### config.mk
export PLATFORM = sky130hd
export DESIGN_NAME = xoshiro256_plusplus_generator_flat
export DESIGN_NICKNAME = d
export VERILOG_FILES = /design/src/hw/rtl/xsr_pkg.sv /design/src/hw/rtl/xsr_if.sv /design/src/hw/rtl/xsr_step.sv /design/src/hw/rtl/xoshiro256_plusplus_generator.sv /design/src/flat_wrapper.sv
export SDC_FILE = /design/constraint.sdc
export NUM_CORES = 2
export LEC_CHECK = 0
export BUFFER_PORTS_ARGS = -buffer_cell sky130_fd_sc_hd__buf_2
export CAP_MARGIN = 20
export CORE_ASPECT_RATIO = 1.4
export CORE_UTILIZATION = 56
export DETAILED_ROUTE_END_ITERATION = 10
export GPL_ROUTABILITY_DRIVEN = 0
export PLACE_DENSITY = 0.74
export RECOVER_POWER = 25
export SKIP_LAST_GASP = 1
export SLEW_MARGIN = 20
export SYNTH_ARGS = -nofsm -noshare
export SYNTH_HDL_FRONTEND = slang
export SYNTH_HIERARCHICAL = 1
export SYNTH_SLANG_ARGS = --single-unit
export TNS_END_PERCENT = 20
### constraint.sdc
create_clock -name clk_i -period 3.5 [get_ports clk_i]
set_clock_uncertainty 0.05 [all_clocks]
set_input_delay 0.35 -clock clk_i [delete_from_list [all_inputs] [get_ports clk_i]]
set_output_delay 0.35 -clock clk_i [all_outputs]
set_load 0.02 [all_outputs]
### src/hw/rtl/xsr_pkg.sv
// ----------------------------------------------------------------------------
// xsr_pkg: shared types and constants for the xoshiro256++ generator
// Holds the state word types, the command codes, the rotate and shift
// amounts, and the jump polynomials.
// ----------------------------------------------------------------------------
`timescale 1ns / 1ps
`default_nettype none

package xsr_pkg;

  typedef logic [63:0]      word_t;
  typedef word_t [3:0]      state_t;

  // Command codes carried in the func field
  typedef enum logic [1:0] {
    FUNC_NEXT      = 2'd0,
    FUNC_JUMP      = 2'd1,
    FUNC_LONG_JUMP = 2'd2,
    FUNC_LOAD      = 2'd3
  } func_e;

  localparam int unsigned ROT_OUT = 23;
  localparam int unsigned ROT_S3  = 45;
  localparam int unsigned SHIFT_T = 17;

  // Jump polynomials, word 0 at index 0
  localparam state_t JUMP_POLY = {
    64'h39abdc4529b1661c, 64'ha9582618e03fc9aa,
    64'hd5a61266f0c9392c, 64'h180ec6d33cfd0aba
  };
  localparam state_t LONG_JUMP_POLY = {
    64'h39109bb02acbe635, 64'h77710069854ee241,
    64'hc5004e441c522fb3, 64'h76e15d3efefdcbbf
  };

  // Rotate left by a constant amount
  function automatic word_t rotl(word_t x, int unsigned k);
    return (x << k) | (x >> (64 - k));
  endfunction

endpackage

`default_nettype wire

### src/hw/rtl/xsr_if.sv
// ----------------------------------------------------------------------------
// xsr_if: valid/ready channels of the xoshiro256++ generator
// Command channel (func and seed words) and random value channel.
// ----------------------------------------------------------------------------
`timescale 1ns / 1ps
`default_nettype none

interface xsr_cmd_if;
  logic        valid;
  logic        ready;
  logic [1:0]  func;
  logic [63:0] seed_word0;
  logic [63:0] seed_word1;
  logic [63:0] seed_word2;
  logic [63:0] seed_word3;

  modport source (output valid, func, seed_word0, seed_word1, seed_word2, seed_word3,
                  input ready);
  modport sink   (input valid, func, seed_word0, seed_word1, seed_word2, seed_word3,
                  output ready);
endinterface

interface xsr_rnd_if;
  logic        valid;
  logic        ready;
  logic [63:0] random_value;

  modport source (output valid, random_value, input ready);
  modport sink   (input valid, random_value, output ready);
endinterface

`default_nettype wire

### src/hw/rtl/xsr_step.sv
// ----------------------------------------------------------------------------
// xsr_step: one xoshiro256 state update
// Xor/shift/rotate update of the four state words; the shared unit that
// next commands use once and jump walks use 256 times.
// ----------------------------------------------------------------------------
`timescale 1ns / 1ps
`default_nettype none

module xsr_step (
  input  wire xsr_pkg::state_t state_i,
  output xsr_pkg::state_t      state_o
);
  import xsr_pkg::*;

  word_t t;
  word_t s0, s1, s2, s3;

  always_comb begin
    t  = state_i[1] << SHIFT_T;
    s2 = state_i[2] ^ state_i[0];
    s3 = state_i[3] ^ state_i[1];
    s1 = state_i[1] ^ s2;
    s0 = state_i[0] ^ s3;
    state_o[0] = s0;
    state_o[1] = s1;
    state_o[2] = s2 ^ t;
    state_o[3] = rotl(s3, ROT_S3);
  end

endmodule

`default_nettype wire

### src/hw/rtl/xoshiro256_plusplus_generator.sv
// ----------------------------------------------------------------------------
// xoshiro256_plusplus_generator: xoshiro256++ random source with jumps
// Command-driven generator: next, jump, long jump and seed load.
// ----------------------------------------------------------------------------
// When a next command is accepted, s0+s3 and s0 are registered and the state
// advances; the finish state then, once the output register is free, forms
// rotl(sum,23)+s0 into the output register, after which the next command is
// accepted. A load writes the seed words into the state when it is accepted.
// Jump and long jump step the state update unit 256 times while the jump
// polynomial is scanned one bit a cycle. Jumps and loads produce no output
// transaction. The state resets to all zero, which yields zeros until a seed
// is loaded.
`timescale 1ns / 1ps
`default_nettype none

module xoshiro256_plusplus_generator (
  input  wire logic  clk_i,
  input  wire logic  rst_ni,
  xsr_cmd_if.sink    in_i,
  xsr_rnd_if.source  out_o
);
  import xsr_pkg::*;

  typedef enum logic [1:0] {
    S_IDLE,
    S_NFIN,
    S_WALK
  } st_e;

  st_e        st_q, st_d;
  state_t     gen_q, gen_d;
  state_t     acc_q, acc_d;
  logic [7:0] cnt_q, cnt_d;
  logic       sel_long_q, sel_long_d;
  logic       out_valid_q, out_valid_d;
  word_t      out_data_q, out_data_d;
  word_t      sum_q, sum_d;
  word_t      s0_q, s0_d;

  state_t     gen_step;
  word_t      poly_word;
  logic       poly_bit;
  logic       in_fire;
  logic       out_fire;

  // Shared state update unit
  xsr_step u_step (
    .state_i (gen_q),
    .state_o (gen_step)
  );

  assign in_i.ready         = (st_q == S_IDLE);
  assign out_o.valid        = out_valid_q;
  assign out_o.random_value = out_data_q;

  assign in_fire  = in_i.valid && in_i.ready;
  assign out_fire = out_valid_q && out_o.ready;

  // Current jump polynomial bit
  assign poly_word = sel_long_q ? LONG_JUMP_POLY[cnt_q[7:6]] : JUMP_POLY[cnt_q[7:6]];
  assign poly_bit  = poly_word[cnt_q[5:0]];

  // Sequencer
  always_comb begin
    st_d        = st_q;
    gen_d       = gen_q;
    acc_d       = acc_q;
    cnt_d       = cnt_q;
    sel_long_d  = sel_long_q;
    out_valid_d = out_valid_q;
    out_data_d  = out_data_q;
    sum_d       = sum_q;
    s0_d        = s0_q;

    if (out_fire) begin
      out_valid_d = 1'b0;
    end

    case (st_q)
      S_IDLE: begin
        if (in_fire) begin
          case (func_e'(in_i.func))
            FUNC_NEXT: begin
              sum_d = gen_q[0] + gen_q[3];
              s0_d  = gen_q[0];
              gen_d = gen_step;
              st_d  = S_NFIN;
            end
            FUNC_JUMP, FUNC_LONG_JUMP: begin
              sel_long_d = (func_e'(in_i.func) == FUNC_LONG_JUMP);
              acc_d      = '0;
              cnt_d      = '0;
              st_d       = S_WALK;
            end
            default: begin
              gen_d[0] = in_i.seed_word0;
              gen_d[1] = in_i.seed_word1;
              gen_d[2] = in_i.seed_word2;
              gen_d[3] = in_i.seed_word3;
            end
          endcase
        end
      end
      S_NFIN: begin
        // finish the output once the output register is free
        if (!out_valid_q || out_o.ready) begin
          out_data_d  = rotl(sum_q, ROT_OUT) + s0_q;
          out_valid_d = 1'b1;
          st_d        = S_IDLE;
        end
      end
      S_WALK: begin
        acc_d = poly_bit ? (acc_q ^ gen_q) : acc_q;
        gen_d = gen_step;
        cnt_d = cnt_q + 8'd1;
        if (cnt_q == 8'hff) begin
          gen_d = acc_d;
          st_d  = S_IDLE;
        end
      end
      default: begin
        st_d = S_IDLE;
      end
    endcase
  end

  // Control state, generator state, working registers and output register
  always_ff @(posedge clk_i or negedge rst_ni) begin
    if (!rst_ni) begin
      st_q        <= S_IDLE;
      gen_q       <= '0;
      acc_q       <= '0;
      cnt_q       <= '0;
      sel_long_q  <= 1'b0;
      out_valid_q <= 1'b0;
      out_data_q  <= '0;
      sum_q       <= '0;
      s0_q        <= '0;
    end else begin
      st_q        <= st_d;
      gen_q       <= gen_d;
      acc_q       <= acc_d;
      cnt_q       <= cnt_d;
      sel_long_q  <= sel_long_d;
      out_valid_q <= out_valid_d;
      out_data_q  <= out_data_d;
      sum_q       <= sum_d;
      s0_q        <= s0_d;
    end
  end

  // Checks
  a_walk_busy: assert property (@(posedge clk_i) disable iff (!rst_ni)
    st_q == S_WALK |-> !in_i.ready)
    else $error("command accepted during jump walk");

  a_next_fin: assert property (@(posedge clk_i) disable iff (!rst_ni)
    in_fire && in_i.func == FUNC_NEXT |=> st_q == S_NFIN)
    else $error("next command did not enter finish step");

  a_load: assert property (@(posedge clk_i) disable iff (!rst_ni)
    in_fire && in_i.func == FUNC_LOAD |=>
      gen_q[0] == $past(in_i.seed_word0) && gen_q[3] == $past(in_i.seed_word3))
    else $error("seed load did not reach state");

  a_walk_start: assert property (@(posedge clk_i) disable iff (!rst_ni)
    in_fire && (in_i.func == FUNC_JUMP || in_i.func == FUNC_LONG_JUMP) |=>
      st_q == S_WALK && cnt_q == 8'd0)
    else $error("jump walk did not start at bit zero");

endmodule

`default_nettype wire
### src/flat_wrapper.sv
// flat-port wrapper written by rule: the top's interface ports become plain ports
module xoshiro256_plusplus_generator_flat import xsr_pkg::*;
  (clk_i, rst_ni, in_i_valid, in_i_func, in_i_seed_word0, in_i_seed_word1, in_i_seed_word2, in_i_seed_word3, in_i_ready, out_o_valid, out_o_random_value, out_o_ready);
  xsr_cmd_if in_i_i ();
  xsr_rnd_if out_o_i ();
  input  wire logic clk_i;
  input  wire logic rst_ni;
  input wire logic [$bits(in_i_i.valid)-1:0] in_i_valid;
  input wire logic [$bits(in_i_i.func)-1:0] in_i_func;
  input wire logic [$bits(in_i_i.seed_word0)-1:0] in_i_seed_word0;
  input wire logic [$bits(in_i_i.seed_word1)-1:0] in_i_seed_word1;
  input wire logic [$bits(in_i_i.seed_word2)-1:0] in_i_seed_word2;
  input wire logic [$bits(in_i_i.seed_word3)-1:0] in_i_seed_word3;
  output wire logic [$bits(in_i_i.ready)-1:0] in_i_ready;
  output wire logic [$bits(out_o_i.valid)-1:0] out_o_valid;
  output wire logic [$bits(out_o_i.random_value)-1:0] out_o_random_value;
  input wire logic [$bits(out_o_i.ready)-1:0] out_o_ready;
  assign in_i_i.valid = in_i_valid;
  assign in_i_i.func = in_i_func;
  assign in_i_i.seed_word0 = in_i_seed_word0;
  assign in_i_i.seed_word1 = in_i_seed_word1;
  assign in_i_i.seed_word2 = in_i_seed_word2;
  assign in_i_i.seed_word3 = in_i_seed_word3;
  assign in_i_ready = in_i_i.ready;
  assign out_o_valid = out_o_i.valid;
  assign out_o_random_value = out_o_i.random_value;
  assign out_o_i.ready = out_o_ready;
  xoshiro256_plusplus_generator u_core (.clk_i(clk_i), .rst_ni(rst_ni), .in_i(in_i_i), .out_o(out_o_i));
endmodule
# ---- Word level (Yosys, flattened, before mapping)
# Cells that the tools add are included.
dict set report totals {
  reg_bits 716
  elab_cells 79
}
dict set report op_classes {
  n_addsub 3
  n_lt_le_gt_ge 2
  n_eq_ne 11
  n_mux 26
  bitwise_logic 8
  n_reduce_logical 14
}
# cell n
set ops {}
lappend ops {{256-bit case mux with 2 select lines} 3}
lappend ops {{256-bit two-way mux} 5}
lappend ops {{64-bit bitwise XOR} 5}
lappend ops {{64-bit binary-select mux with 2-bit select} 2}
lappend ops {{256-bit bitwise XOR} 1}
lappend ops {{64-bit two-way mux} 3}
lappend ops {{64-bit adder} 2}
lappend ops {{64-bit by 23-bit bitwise OR with 64-bit output} 1}
lappend ops {{64-bit by 45-bit bitwise OR with 64-bit output} 1}
lappend ops {{8-bit two-way mux} 2}
lappend ops {{8-bit case mux with 2 select lines} 1}
lappend ops {{3-bit AND reduction} 4}
lappend ops {{8-bit by 1-bit adder with 8-bit output, second input constant} 1}
lappend ops {{8-bit == test, second input constant} 1}
lappend ops {{6-bit by 7-bit < comparator with 1-bit output, second input constant} 1}
lappend ops {{1-bit binary-select mux with 6-bit select} 1}
lappend ops {{2-bit two-way mux} 3}
lappend ops {{2-bit inequality test, second input constant} 3}
lappend ops {{2-bit case mux with 3 select lines} 1}
lappend ops {{2-bit by 1-bit == test with 1-bit output, second input constant} 2}
lappend ops {{2-bit == test, second input constant} 2}
lappend ops {{2-bit zero test} 2}
lappend ops {{1-bit two-way mux} 4}
lappend ops {{2-bit by 1-bit inequality test with 1-bit output, second input constant} 2}
lappend ops {{other kinds (10)} 11}

# ---- Logic depth before layout (Yosys ltp)
dict set report logic_depth {
  ltp_word 8
  ltp_mapped 16
  ltp_nobuf 12
}

# ---- Modules after synthesis
# The synthesis kept the hierarchy.
# mod n_inst cells_per_inst area_per_inst_um2 seq_area_each_um2
set by_module_without_submodules {}
lappend by_module_without_submodules {xoshiro256_plusplus_generator 1 4567 40890.5 17917.2}
lappend by_module_without_submodules {xsr_step 1 256 5200.0 0.0}

# ---- Worst setup path after synthesis
# No wires, ideal clock.
dict set report synth_path {
  kind {flip-flop to flip-flop}
  startpoint {reg u_core.cnt_q[7]}
  endpoint {reg u_core/gen_q[64] (netlist bit)}
  arrival_ps 3532
  setup_slack_ps -216
  stages_incl_launch_ff 16
  path_cell_list {dfrtp_1 clkbuf_1 inv_1 ha_1 clkbuf_1 inv_1 a21oi_1 mux4_2 mux4_2 mux2_2 o22ai_2 buf_2 buf_2 nand2_1 xor2_1 o21ai_1}
}
dict set report synth_via {
  elab_chain_cells 8
  elab_cells_between_ends 11
  cone_classes {eq/ne (1); mux (10)}
}
# element line
set synth_rtl {}
lappend synth_rtl {{start: declaration} xoshiro256_plusplus_generator.sv:33} ;# logic [7:0] cnt_q, cnt_d;
lappend synth_rtl {{start signal: assignment} xoshiro256_plusplus_generator.sv:143} ;# cnt_q <= cnt_d;
lappend synth_rtl {{64-bit binary-select mux with 2-bit select} xoshiro256_plusplus_generator.sv:60} ;# assign poly_word = sel_long_q ? LONG_JUMP_POLY[cnt_q[7:6]] : JUMP_POLY[cnt_q[7:6]];
lappend synth_rtl {{64-bit two-way mux (implied by the code)} xoshiro256_plusplus_generator.sv:60}
lappend synth_rtl {{64-bit two-way mux} xoshiro256_plusplus_generator.sv:60}
lappend synth_rtl {{1-bit binary-select mux with 6-bit select} xoshiro256_plusplus_generator.sv:61} ;# assign poly_bit = poly_word[cnt_q[5:0]];
lappend synth_rtl {{1-bit two-way mux (implied by the code)} xoshiro256_plusplus_generator.sv:61}
lappend synth_rtl {{256-bit two-way mux} xoshiro256_plusplus_generator.sv:113} ;# acc_d = poly_bit ? (acc_q ^ gen_q) : acc_q;
lappend synth_rtl {{256-bit two-way mux (*)} xoshiro256_plusplus_generator.sv:116} ;# if (cnt_q == 8'hff) begin
lappend synth_rtl {{256-bit case mux with 2 select lines (*)} xoshiro256_plusplus_generator.sv:79} ;# case (st_q)
lappend synth_rtl {{end signal: assignment} xoshiro256_plusplus_generator.sv:141} ;# gen_q <= gen_d;
lappend synth_rtl {{end: declaration} xoshiro256_plusplus_generator.sv:31} ;# state_t gen_q, gen_d;
# Mark *: on every way between the ends. The rest lies on a longest branch, timed or not. The select of a mux whose other input is x is not followed.
# A chain may end at the register's enable or synchronous reset.

# ---- Final worst setup path
dict set report layout_path {
  startpoint {reg u_core.cnt_q[6]}
  endpoint {reg u_core/acc_q[92] (netlist bit)}
}
dict set report layout_via {
  elab_chain_cells 7
  elab_cells_between_ends 9
  cone_classes {mux (9)}
}
# element line
set layout_rtl {}
lappend layout_rtl {{64-bit binary-select mux with 2-bit select} xoshiro256_plusplus_generator.sv:60}
lappend layout_rtl {{64-bit two-way mux (implied by the code)} xoshiro256_plusplus_generator.sv:60}
lappend layout_rtl {{64-bit two-way mux (*)} xoshiro256_plusplus_generator.sv:60}
lappend layout_rtl {{1-bit binary-select mux with 6-bit select (*)} xoshiro256_plusplus_generator.sv:61}
lappend layout_rtl {{1-bit two-way mux (implied by the code) (*)} xoshiro256_plusplus_generator.sv:61}
lappend layout_rtl {{256-bit two-way mux (*)} xoshiro256_plusplus_generator.sv:113}
lappend layout_rtl {{256-bit case mux with 2 select lines (*)} xoshiro256_plusplus_generator.sv:79}
lappend layout_rtl {{end signal: assignment} xoshiro256_plusplus_generator.sv:132} ;# acc_q <= '0;
lappend layout_rtl {{end signal: assignment} xoshiro256_plusplus_generator.sv:142} ;# acc_q <= acc_d;
lappend layout_rtl {{end: declaration} xoshiro256_plusplus_generator.sv:32} ;# state_t acc_q, acc_d;
# Marks and branches as above.

==> results.md <==
* Status: finished with violations
* Failing checks: negative hold slack, negative setup slack
* H-tree depth at 3
* Reg2reg path depth at 14
* Synth async-reset ratio at 1.00
* Syn Area/Cell at 9.56 um^2
* Synth Area in XOR/XNOR at 0.184
* Die X at 244 um
* Fmax at 277 MHz
* Synth Area in Compound Gates at 0.236
* Netlist cell types at 71
* Die area at 83500 um^2
* Post-synthesis mux area share at 0.00524
* Crit-path max FO at 16
* Root buf cell: clkbuf_16
* Setup TNS at -0.334 ns
* Number of port buffers at 327
* Number of global-route vias before repair at 42388
* Antenna Violating Nets Remaining at 0
* Setup violations, final at 17
* Min-Delay Path Class: input pin to register
* Worst rel slew slack at 0.0453
* TritonCTS clock tree: yes
* Final worst path period share at 1.03
* I/O pin count at 328
* Largest net degree at the start of global routing at 175
* Layout cells sized above 1 at 0.179
* Synthesized netlist cell count at 4823
* Mapped cell area at 46100 um^2
* Final WL at 176000 um
* Clk sink count at 716
* Met3 Use GR at 0.0861
* Post-layout util at 0.694
* FILL cells at 5963
* Critical Path End Type: register
* #FFs+latches synth at 716
* Core area at 81600 um^2
* # Max-Cap Violations at 0
* Post-synth EDFFs at 0
* Site row count at 124
* Synth warnings at 6
* Register area share after synthesis at 0.389
* Routed via count at 44803
* M1 GR Usage at 0.504
* CTS Buf Count at 74
* Starting Density at 0.565
* Kind of critical path: register to register
* Die Y-Extent at 341 um
* Final Critical Period at 3.61 ns
* Busiest layer in global routing: met2
* Vias per cell at 6.78
* Hold Crit Depth at 3
* RSZ-0062 raised after global routing: true
* Clock buffer depth at 3
* Met2 Track Usage GR at 0.617
* Post-Synth Adder-Cell Area at 0.0381
* Initial drt markers at 7000
* First-pass GRT wire length at 259000 um
* Most used DFF post-synth: dfrtp_1
* Clock-pin slew on the worst setup and hold paths at 0.07 ns
* Slew Viols, Final at 0
* Register Area at 17900 um^2
* Dpl hpwl at 120000 um
* Synth Area in Simple Gates at 0.113
* Worst skew pair latency at 0.65 ns
* Slack of the critical path at -0.105 ns
* Post-synth top area share at 0.389
* Gr usage total at 0.409
* Hold Slack at -0.00298 ns
* Main combinational cell family by area after synthesis: compound AO/OA/AOI/OAI gates
* Layout area overhead at 23.0%
* Initial antenna violation count at 2
* Worst path arrival time at 4.09 ns
* Placed cells at 6192
* Total grt overflow at 0
* Synth area leader: dfrtp_1
* DRC violations left at 0
* Slew of the pin with the lowest slew margin at 1.43 ns
* Largest cells by area after synthesis: dfrtp_1 39%, nand2_1 7.9%, xor2_1 7.5%
* Final non-filler cell total at 6606
* Multi-input gate area at 26900 um^2
* Routed WL per cell at 26.7 um
* Final hold vios at 1
* Mapped Nets at 5224
* Startpoint types: register
* First-pass iteration count of the detailed router at 9
* Worst EP required at 3.99 ns
* # nets final at 5875
==> critical path: stages, from the launching register on <==
cell       delay [ns]
dfrtp_1          0.39
inv_2            0.13
ha_4             0.23
nand2_2          0.07
o21ai_0          0.11
mux4_2           0.45
mux4_2           0.48
mux2_4           0.29
o22ai_4          0.17
buf_12           0.17
clkbuf_16        0.18
buf_4            0.16
clkbuf_16        0.20
a31oi_1          0.10
a31oi_1          0.31
==> layout make-up <==
type,instances,area share
diodes,3,0.000132
repair buffers,945,0.136
clock inverters,25,0.00665
flip-flops and latches,716,0.316
inverters,35,0.00236
well taps,1071,0.0236
clock buffers,109,0.0397
multi-input cells,3702,0.475
==> registers in the layout (all words and copies together) (netlist names) <==
signal	cells
u_core/acc_q	256
u_core/cnt_q	8
u_core/gen_q	256
u_core/out_o.random_value	64
u_core/out_o.valid	1
u_core/s0_q	64
u_core/sel_long_q	1
u_core/st_q	2
u_core/sum_q	64
==> cell families after synthesis <==
kind of cell	after synthesis
compound gates	1647
xor+xnor	632
fa+ha+maj	139
buf+inv	405
flops	716
mux	15
simple gates	1269
==> layout by cell type, fill, tap and decap left out, types with 88 or more instances in the layout <==
cell type	count
dfrtp_1	716
clkbuf_16	90
a222oi_1	256
ha_1	131
nand2_1	966
nor2_1	98
o21ai_0	225
dlygate4sd3_1	247
a31oi_1	527
buf_4	296
o21ai_1	231
buf_2	326
xor2_1	387
a21oi_1	160
xor3_4	88
==> worst paths after layout <==
check / start / end / slack (ns)
max in group asynchronous: rst_ni / u_core/acc_q[69] / 0.51
hold reg to reg: u_core/out_o.random_value[28] / u_core/out_o.random_value[28] / 0.42
setup / recovery: u_core/cnt_q[6] / u_core/acc_q[92] / -0.11
hold / removal: in_i_seed_word0[7] / u_core/gen_q[7] / -0.003
setup reg to reg: u_core/cnt_q[6] / u_core/acc_q[92] / -0.11
min in group asynchronous: rst_ni / u_core/out_o.random_value[47] / 0.53
==> cell usage after synthesis, types with 13 or more instances <==
master      n
nand2_1   976
o21ai_1   226
dfrtp_1   716
xor3_1     87
o21ai_0   237
a31oi_1   527
clkbuf_1  288
nand4_1    42
nor3_1     29
xor3_4     88
nor2_1     99
a21o_1     60
buf_2      58
o211ai_1   14
ha_1      137
o21a_1     20
o21bai_1   24
xnor2_1    64
nand2b_1   13
xor2_1    393
a211oi_1   24
a222oi_1  256
nand3_1    40
buf_1      21
inv_1      34
a21oi_1   163
==> per-layer routing <==
layer  part of all wire  up-vias
li1                   -    19312
met1               0.34    21373
met2               0.44     3362
met3               0.12      756
met4               0.10        0
met5                  0        -
==> stage by stage <==
stage | cell area [um^2] | setup slack, ns
6_report | 56700 | -0.105
5_1_grt | 56700 | -0.166
4_1_cts | 55900 | -0.0676
3_5_place_dp | 50800 | -0.163
3_3_place_gp | 50800 | -0.163
2_1_floorplan | 46100 | 0.000651
==> what timing repair did <==
| item | 4_1_cts | 5_1_grt |
|---|---|---|
| hold buffers | 242 | 5 |
| cloned | 0 | 13 |
| endpoints found under the setup margin | 8 | 495 |
| setup buffers | 0 | 17 |
| resized for setup | 4 | 88 |
| hold endpoints to repair | 286 | 5 |
| pin swaps | 0 | 26 |
Power is not shown: default switching activity piles up to over one toggle a cycle in this logic, so the estimate is an artifact.
